==> config.mk <==
export PLATFORM = sky130hd
export DESIGN_NAME = ansi_sgr_escape_stripper
export DESIGN_NICKNAME = d
export VERILOG_FILES = /design/src/rtl/core/sgrs_pkg.sv /design/src/rtl/core/sgrs_front.sv /design/src/rtl/core/sgrs_cmd_fifo.sv /design/src/rtl/core/sgrs_back.sv /design/src/rtl/core/ansi_sgr_escape_stripper.sv
export SDC_FILE = /design/constraint.sdc
export NUM_CORES = 1
export LEC_CHECK = 0
export BUFFER_PORTS_ARGS = -buffer_cell sky130_fd_sc_hd__buf_2
export CAP_MARGIN = 15
export CORE_ASPECT_RATIO = 0.75
export CORE_MARGIN = 2
export CORE_UTILIZATION = 60
export DETAILED_ROUTE_END_ITERATION = 16
export GPL_ROUTABILITY_DRIVEN = 1
export PLACE_DENSITY = 0.76
export SLEW_MARGIN = 10
export SYNTH_ARGS = -nofsm -noshare
export SYNTH_HDL_FRONTEND = slang
export SYNTH_SLANG_ARGS = --single-unit
==> constraint.sdc <==
create_clock -name aclk -period 5.9 [get_ports aclk]
set_clock_uncertainty 0.15 [all_clocks]
set_input_delay 0 -clock aclk [delete_from_list [all_inputs] [get_ports aclk]]
set_output_delay 0 -clock aclk [all_outputs]
set_load 0.1 [all_outputs]
==> src/rtl/core/sgrs_pkg.sv <==
// Package for the SGR escape stripper: byte constants, word and command types.
// No dependencies; every module of the block imports it.
package sgrs_pkg;

    // Longest held sequence before it is given up and released.
    localparam int MaxSeqLen = 63;
    // Entries in the held-byte store and its address width.
    localparam int HeldDepth = 64;
    localparam int AddrW     = $clog2(HeldDepth);
    // Width of the held-byte count, which never rests above MaxSeqLen.
    localparam int CntW      = $clog2(MaxSeqLen + 1);
    // Command queue between the front and the back.
    localparam int FifoDepth = 4;
    localparam int FifoPtrW  = $clog2(FifoDepth);

    // Byte codes that steer the classifier.
    localparam logic [7:0] EscByte  = 8'h1B;
    localparam logic [7:0] CsiOpen  = 8'h5B;
    localparam logic [7:0] SgrFinal = 8'h6D;
    localparam logic [7:0] FinalLo  = 8'h40;
    localparam logic [7:0] FinalHi  = 8'h7E;
    localparam logic [7:0] ParamLo  = 8'h20;
    localparam logic [7:0] ParamHi  = 8'h3F;

    // Input word and result word.
    typedef struct packed {
        logic       mode;
        logic [7:0] data_byte;
    } in_word_t;

    typedef struct packed {
        logic [7:0] out_byte;
        logic       last;
    } out_word_t;

    // Commands from the front to the back.
    typedef enum logic [1:0] {
        OP_PASS    = 2'd0,
        OP_HOLD    = 2'd1,
        OP_RELEASE = 2'd2
    } cmd_op_t;

    // PASS emits data; HOLD stores data at entry cnt; RELEASE replays cnt
    // stored bytes and, when tail is set, then emits data as the last byte.
    typedef struct packed {
        cmd_op_t         op;
        logic            tail;
        logic [7:0]      data;
        logic [CntW-1:0] cnt;
    } cmd_t;

    // Status seen by the top-level checks.
    typedef struct packed {
        logic plain;
        logic cnt_zero;
    } fe_status_t;

    typedef struct packed {
        logic replaying;
        logic cnt_zero;
    } be_status_t;

endpackage

==> src/rtl/core/sgrs_front.sv <==
// Front of the SGR escape stripper: accepts input words, tracks the escape
// phase and held count, and turns each word into back-end commands. Uses sgrs_pkg.
module sgrs_front
    import sgrs_pkg::*;
(
    input  logic       aclk,
    input  logic       aresetn,
    input  logic       s_valid,
    output logic       s_ready,
    input  in_word_t   s_data,
    output logic       push,
    output cmd_t       push_cmd,
    input  logic       fifo_full,
    output fe_status_t status
);

    typedef enum logic [2:0] {
        PH_PLAIN = 3'b001,
        PH_ESC   = 3'b010,
        PH_CSI   = 3'b100
    } phase_t;

    phase_t          phase_reg, phase_next;
    logic [CntW-1:0] cnt_reg, cnt_next;
    logic            accept;
    logic [CntW:0]   cnt_inc;
    logic [7:0]      b;
    logic            is_final;
    logic            is_param;

    // A word is taken whenever the queue has room for its command.
    assign s_ready = !fifo_full;
    assign accept  = s_valid && s_ready;
    assign b       = s_data.data_byte;
    assign cnt_inc = {1'b0, cnt_reg} + (CntW+1)'(1);

    assign is_final = (b >= FinalLo) && (b <= FinalHi);
    assign is_param = (b >= ParamLo) && (b <= ParamHi);

    // Classify the word and decide which command, if any, goes to the back.
    always_comb begin
        phase_next = phase_reg;
        cnt_next   = cnt_reg;
        push       = 1'b0;
        push_cmd   = '{op: OP_PASS, tail: 1'b0, data: b, cnt: cnt_reg};
        if (accept) begin
            if (s_data.mode) begin
                // Flush releases whatever is held; nothing held gives no result.
                push          = (cnt_reg != '0);
                push_cmd.op   = OP_RELEASE;
                cnt_next      = '0;
                phase_next    = PH_PLAIN;
            end else begin
                case (phase_reg)
                    PH_ESC: begin
                        if (b == CsiOpen) begin
                            push        = 1'b1;
                            push_cmd.op = OP_HOLD;
                            cnt_next    = cnt_inc[CntW-1:0];
                            phase_next  = PH_CSI;
                        end else begin
                            push          = 1'b1;
                            push_cmd.op   = OP_RELEASE;
                            push_cmd.tail = 1'b1;
                            cnt_next      = '0;
                            phase_next    = PH_PLAIN;
                        end
                    end
                    PH_CSI: begin
                        if (is_final && (b == SgrFinal)) begin
                            // A color sequence is dropped without output.
                            cnt_next   = '0;
                            phase_next = PH_PLAIN;
                        end else if (is_final || !is_param ||
                                     (cnt_inc > (CntW+1)'(MaxSeqLen))) begin
                            push          = 1'b1;
                            push_cmd.op   = OP_RELEASE;
                            push_cmd.tail = 1'b1;
                            cnt_next      = '0;
                            phase_next    = PH_PLAIN;
                        end else begin
                            push        = 1'b1;
                            push_cmd.op = OP_HOLD;
                            cnt_next    = cnt_inc[CntW-1:0];
                        end
                    end
                    default: begin
                        // Plain text, and any stray phase code, behaves as plain.
                        phase_next = PH_PLAIN;
                        push       = 1'b1;
                        if (b == EscByte) begin
                            push_cmd.op  = OP_HOLD;
                            push_cmd.cnt = '0;
                            cnt_next     = CntW'(1);
                            phase_next   = PH_ESC;
                        end else begin
                            push_cmd.op = OP_PASS;
                        end
                    end
                endcase
            end
        end
    end

    // Phase and count registers.
    always_ff @(posedge aclk) begin
        if (!aresetn) begin
            phase_reg <= PH_PLAIN;
            cnt_reg   <= '0;
        end else begin
            phase_reg <= phase_next;
            cnt_reg   <= cnt_next;
        end
    end

    assign status.plain    = (phase_reg == PH_PLAIN);
    assign status.cnt_zero = (cnt_reg == '0);

endmodule

==> src/rtl/core/sgrs_cmd_fifo.sv <==
// Short command queue between the front and the back of the SGR escape stripper.
// Uses the command type from sgrs_pkg.
module sgrs_cmd_fifo
    import sgrs_pkg::*;
(
    input  logic aclk,
    input  logic aresetn,
    input  logic push,
    input  cmd_t push_cmd,
    input  logic pop,
    output cmd_t head,
    output logic full,
    output logic empty
);

    cmd_t                entries [FifoDepth];
    logic [FifoPtrW-1:0] wr_ptr_reg, rd_ptr_reg;
    logic [FifoPtrW:0]   count_reg;
    logic                do_push;
    logic                do_pop;

    assign full    = (count_reg == (FifoPtrW+1)'(FifoDepth));
    assign empty   = (count_reg == '0);
    assign do_push = push && !full;
    assign do_pop  = pop && !empty;
    assign head    = entries[rd_ptr_reg];

    // Storage for queued commands.
    always_ff @(posedge aclk) begin
        if (do_push) begin
            entries[wr_ptr_reg] <= push_cmd;
        end
    end

    // Pointers and fill count.
    always_ff @(posedge aclk) begin
        if (!aresetn) begin
            wr_ptr_reg <= '0;
            rd_ptr_reg <= '0;
            count_reg  <= '0;
        end else begin
            if (do_push) begin
                wr_ptr_reg <= wr_ptr_reg + FifoPtrW'(1);
            end
            if (do_pop) begin
                rd_ptr_reg <= rd_ptr_reg + FifoPtrW'(1);
            end
            if (do_push && !do_pop) begin
                count_reg <= count_reg + (FifoPtrW+1)'(1);
            end else if (do_pop && !do_push) begin
                count_reg <= count_reg - (FifoPtrW+1)'(1);
            end
        end
    end

endmodule

==> src/rtl/core/sgrs_back.sv <==
// Back of the SGR escape stripper: owns the held-byte store, carries out the
// queued commands and drives the result register. Uses sgrs_pkg.
module sgrs_back
    import sgrs_pkg::*;
(
    input  logic       aclk,
    input  logic       aresetn,
    input  cmd_t       head,
    input  logic       empty,
    output logic       pop,
    output logic       m_valid,
    input  logic       m_ready,
    output out_word_t  m_data,
    output be_status_t status
);

    typedef enum logic [2:0] {
        B_IDLE   = 3'b001,
        B_REPLAY = 3'b010,
        B_TAIL   = 3'b100
    } back_state_t;

    back_state_t     state_reg, state_next;
    logic [CntW-1:0] idx_reg, idx_next;
    logic [7:0]      held_mem [HeldDepth];
    logic            m_valid_reg;
    logic [7:0]      out_byte_reg;
    logic            last_reg;
    logic            load_ok;
    logic            load;
    logic            load_mem;
    logic            load_last;
    logic            mem_we;
    logic            final_idx;

    // The result register can take a new word when empty or being drained.
    assign load_ok   = !m_valid_reg || m_ready;
    assign final_idx = (idx_reg == (head.cnt - CntW'(1)));

    // Command sequencer.
    always_comb begin
        state_next = state_reg;
        idx_next   = idx_reg;
        pop        = 1'b0;
        mem_we     = 1'b0;
        load       = 1'b0;
        load_mem   = 1'b0;
        load_last  = 1'b0;
        case (state_reg)
            B_IDLE: begin
                if (!empty) begin
                    case (head.op)
                        OP_HOLD: begin
                            mem_we = 1'b1;
                            pop    = 1'b1;
                        end
                        OP_PASS: begin
                            if (load_ok) begin
                                load      = 1'b1;
                                load_last = 1'b1;
                                pop       = 1'b1;
                            end
                        end
                        OP_RELEASE: begin
                            idx_next = '0;
                            if (head.cnt != '0) begin
                                state_next = B_REPLAY;
                            end else if (head.tail) begin
                                state_next = B_TAIL;
                            end else begin
                                pop = 1'b1;
                            end
                        end
                        default: begin
                            pop = 1'b1;
                        end
                    endcase
                end
            end
            B_REPLAY: begin
                // One stored byte per cycle while the result side keeps up.
                if (load_ok) begin
                    load      = 1'b1;
                    load_mem  = 1'b1;
                    load_last = final_idx && !head.tail;
                    idx_next  = idx_reg + CntW'(1);
                    if (final_idx) begin
                        if (head.tail) begin
                            state_next = B_TAIL;
                        end else begin
                            pop        = 1'b1;
                            state_next = B_IDLE;
                        end
                    end
                end
            end
            B_TAIL: begin
                // The byte that ended the sequence goes out last.
                if (load_ok) begin
                    load       = 1'b1;
                    load_last  = 1'b1;
                    pop        = 1'b1;
                    state_next = B_IDLE;
                end
            end
            default: begin
                state_next = B_IDLE;
            end
        endcase
    end

    // Held-byte store write port.
    always_ff @(posedge aclk) begin
        if (mem_we) begin
            held_mem[AddrW'(head.cnt)] <= head.data;
        end
    end

    // Result payload: registered store read or the command's own byte.
    always_ff @(posedge aclk) begin
        if (load) begin
            if (load_mem) begin
                out_byte_reg <= held_mem[AddrW'(idx_reg)];
            end else begin
                out_byte_reg <= head.data;
            end
            last_reg <= load_last;
        end
    end

    // Control registers.
    always_ff @(posedge aclk) begin
        if (!aresetn) begin
            state_reg   <= B_IDLE;
            idx_reg     <= '0;
            m_valid_reg <= 1'b0;
        end else begin
            state_reg <= state_next;
            idx_reg   <= idx_next;
            if (load) begin
                m_valid_reg <= 1'b1;
            end else if (m_ready) begin
                m_valid_reg <= 1'b0;
            end
        end
    end

    assign m_valid          = m_valid_reg;
    assign m_data.out_byte  = out_byte_reg;
    assign m_data.last      = last_reg;
    assign status.replaying = (state_reg == B_REPLAY);
    assign status.cnt_zero  = (head.cnt == '0);

endmodule

==> src/rtl/core/ansi_sgr_escape_stripper.sv <==
// Top level of the SGR escape stripper: front classifier, command queue, back.
// Depends on sgrs_pkg, sgrs_front, sgrs_cmd_fifo and sgrs_back.
//
//   Channel   Ports                       Word
//   input     s_valid, s_ready, s_data    in_word_t  {mode, data_byte}
//   result    m_valid, m_ready, m_data    out_word_t {out_byte, last}
//
// The front takes one input word per cycle while the four-entry command queue
// has room. The back stores each held byte and hands on each passed byte. A
// release first starts a replay, then reads out the stored bytes in order and
// last the byte that ended the sequence; a flush reads out only the stored
// bytes. The held-byte store's single read port sets one byte per cycle. A
// stalled result register holds the back, and a full queue holds the input.
// Reset is synchronous and active low; the store needs no clearing.
module ansi_sgr_escape_stripper
    import sgrs_pkg::*;
(
    input  logic      aclk,
    input  logic      aresetn,
    input  logic      s_valid,
    output logic      s_ready,
    input  in_word_t  s_data,
    output logic      m_valid,
    input  logic      m_ready,
    output out_word_t m_data
);

    logic       push;
    cmd_t       push_cmd;
    logic       pop;
    cmd_t       head;
    logic       fifo_full;
    logic       fifo_empty;
    fe_status_t fe_status;
    be_status_t be_status;

    // Classifier.
    sgrs_front u_front (
        .aclk      (aclk),
        .aresetn   (aresetn),
        .s_valid   (s_valid),
        .s_ready   (s_ready),
        .s_data    (s_data),
        .push      (push),
        .push_cmd  (push_cmd),
        .fifo_full (fifo_full),
        .status    (fe_status)
    );

    // Command queue.
    sgrs_cmd_fifo u_fifo (
        .aclk     (aclk),
        .aresetn  (aresetn),
        .push     (push),
        .push_cmd (push_cmd),
        .pop      (pop),
        .head     (head),
        .full     (fifo_full),
        .empty    (fifo_empty)
    );

    // Executor and result register.
    sgrs_back u_back (
        .aclk    (aclk),
        .aresetn (aresetn),
        .head    (head),
        .empty   (fifo_empty),
        .pop     (pop),
        .m_valid (m_valid),
        .m_ready (m_ready),
        .m_data  (m_data),
        .status  (be_status)
    );

`ifndef NO_ASSERTIONS
    // Outside any sequence the front holds no bytes.
    a_plain_empty: assert property (@(posedge aclk) disable iff (!aresetn)
        fe_status.plain |-> fe_status.cnt_zero)
        else $error("held count nonzero in plain phase");

    // A replay always has stored bytes to read.
    a_replay_cnt: assert property (@(posedge aclk) disable iff (!aresetn)
        be_status.replaying |-> !be_status.cnt_zero)
        else $error("replay started with an empty release");

    // No result word is presented right after reset.
    a_reset_quiet: assert property (@(posedge aclk)
        !aresetn |=> !m_valid)
        else $error("result valid after reset");
`endif

endmodule
==> impl_metrics.toml <==
[cts]
clk_path_buf_depth = 3
cts_tree = "built"
cts.repair.resized = 0
cts.htree.levels = 2
cts_root_buffer = "clkbuf_16"
clock_latency_ns = 0.61
cts.sinks = 623
cts_made_buffers = 56
path_clk_slew_ns = 0.07

[critical_path]
rrSetupSlack_ns = 1.45
path_class = "reg -> reg"
arrival_ns = 4.81
cp_max_fo = 13
critPathRequiredTime_ns = 6.26
end_kind = "flop"
start_kind = "flop"

[die]
io_pins = 24
dieHeight_um = 180
core-area_um2 = 40700
die_w_um = 238
rows = 64
floorplan.initialDensity = 0.606
dieArea_um2 = 42700

[global_routing]
overflow = 0
antenna_found_initial = 2
grt_pass1_vias = 11900
track_usage = 0.251
grt_pass1_wl_um = 77700
grt_max_degree = 74

[power_and_ir_drop]
power_frac_clock = 0.360
p_per_area_nw_per_um2 = 375
p_int_w = 0.00768
switching_share = 0.251
peakVddDrop_uv = 288
comb_power_share = 0.127
power_leakage_nw = 8.28
p_switching_w = 0.00258
seqPwrFrac = 0.513

[cells_and_area]
drive_gt1_frac = 0.259
nFillCells = 2529
diodes = 0
largest_reg_flops = 512
areaGrowthSynthToFinish_pct = 10.9
fin_nets = 1260
final_cells = 1808

[place]
gp_congestion = 0.831
dp_hpwl_um = 31100
portBuffers = 23
place_inst = 1692

[detailed_routing]
vias = 11800
wl_um = 51800
drc_errors = 0
firstDrtPassIters = 5
post_drt_wl_per_cell_um = 28.6
ant_nets = 0
drt_iter0_drc = 1531
via_per_inst = 6.54

[timing]
hold_ws_ns = 0.0406
relSlewSlack = 0.264
period_minus_slack_ns = 4.45
final_hold_viol_count = 0
setup_tns_ns = 0
setup_viol = 0
tightestPinTransition_ns = 1.10
fmax_ghz = 0.225
slew_viol_final = 0
fin_crit_sh = 0.754
rsz0062_at_grt = "no"

[synth]
syn_area_um2 = 24600
synth_warnings = 0
synth_commonest_cells = "589 x edfxtp_1, 183 x mux4_2, 99 x nor2_1, 36 x nand2_1, 34 x dfxtp_1"
avgSynthCellArea_um2 = 20.9
synthArstFlopShare = 0
synthCells = 1177
netlist_top_cells_area = "edfxtp_1 72%, mux4_2 17%, dfxtp_1 2.8%, nor2_1 1.5%, nand2_1 0.55%"
ys_seq_area_frac = 0.745
synth_edf_count = 589
syn_nets = 1201
yosysTopAreaCell = "edfxtp_1"
synth_flop_cell = "edfxtp_1"
synth.ff_latch_count = 623
synth_top_area_share = 0.718
synth.distinct_cells = 65
yosysMostFrequentCell = "edfxtp_1"

[outcome]
status = "completed"

[job]
cap_violations = 0

[hold_path]
min_path_type = "in -> reg"
-- kinds of logic after synthesis --
logic type      count (synthesis)  synth area share
simple gates                  210            0.0413
compound gates                 55            0.0150
fa+ha+maj                      11           0.00589
flops                         623             0.745
mux                           195             0.174
buf+inv                        65            0.0117
xor+xnor                       18           0.00716
-- power groups by stage --
stage,logic [W],clock network [W],registers (W)
floorplan,0.000777,0,0.00545
global placement,0.00123,0,0.00536
detailed placement,0.00128,0,0.00536
CTS,0.00130,0.00373,0.00527
global route,0.00139,0.00391,0.00528
finish,0.00130,0.00369,0.00527
-- metal layers --
layer / vias up / track usage / share of wire
met5: - / 0 / 0
met4: 0 / 0.0635 / 0.024
met3: 86 / 0.0622 / 0.099
met2: 571 / 0.372 / 0.47
met1: 6188 / 0.382 / 0.41
li1: 4972 / - / -
-- worst max-delay path, stage by stage (launching register included) --
cell	delay (ns)
dfxtp_1	0.47
buf_4	0.34
mux4_1	0.67
inv_1	0.13
ha_1	0.20
nor3b_4	0.27
xnor2_1	0.22
nor4_4	0.08
a21oi_1	0.18
o21bai_1	0.10
o21ai_0	0.18
ha_1	0.22
inv_1	0.08
fa_1	0.43
xor2_1	0.17
or3_1	0.31
a21oi_1	0.15
-- cell type report --
class	count	area, µm²	area share
flip-flops and latches	623	18400	0.672
inverters	12	45.0	0.00165
well taps	528	661	0.0242
multi-input cells	489	6000	0.219
clock inverters	36	413	0.0151
repair buffers	54	408	0.0149
clock buffers	66	1440	0.0526
-- layout by cell type (no fill, tap or decap), types with 14 or more instances in the layout --
cell type and count:
clkbuf_16 56, a21oi_1 18, nand2_1 36, mux4_2 183
buf_4 15, dlygate4sd3_1 14, dfxtp_1 31, nor2_1 99
edfxtp_1 589, buf_2 23
-- final timing paths --
kind / from / endpoint / cells past startpoint
min reg2reg: u_fifo.count_reg[2]$_SDFFE_PN0P_ / u_fifo.count_reg[2]$_SDFFE_PN0P_ / 2
max: flop / u_fifo.count_reg[2]$_SDFFE_PN0P_ / 16
min: s_data[3] / u_fifo.entries[1][9]$_DFFE_PP_ / 2
max reg2reg: flop / u_fifo.count_reg[2]$_SDFFE_PN0P_ / 16
-- per-stage QoR --
stage	utilization	area, µm²	setup slack, ns	power, W
2_1_floorplan	-	24600	2.23	0.00623
3_3_place_gp	0.623	25300	1.60	0.00659
3_5_place_dp	0.623	25300	1.53	0.00665
4_1_cts	0.672	27300	1.46	0.0103
5_1_grt	0.672	27300	1.16	0.0106
6_report	0.672	27300	1.45	0.0103
-- timing repair --
action,4_1_cts,5_1_grt
endpoints found under the hold margin,72,0
buffers inserted,0,0
hold buffers,14,0
(Power assumes the default switching activity.)
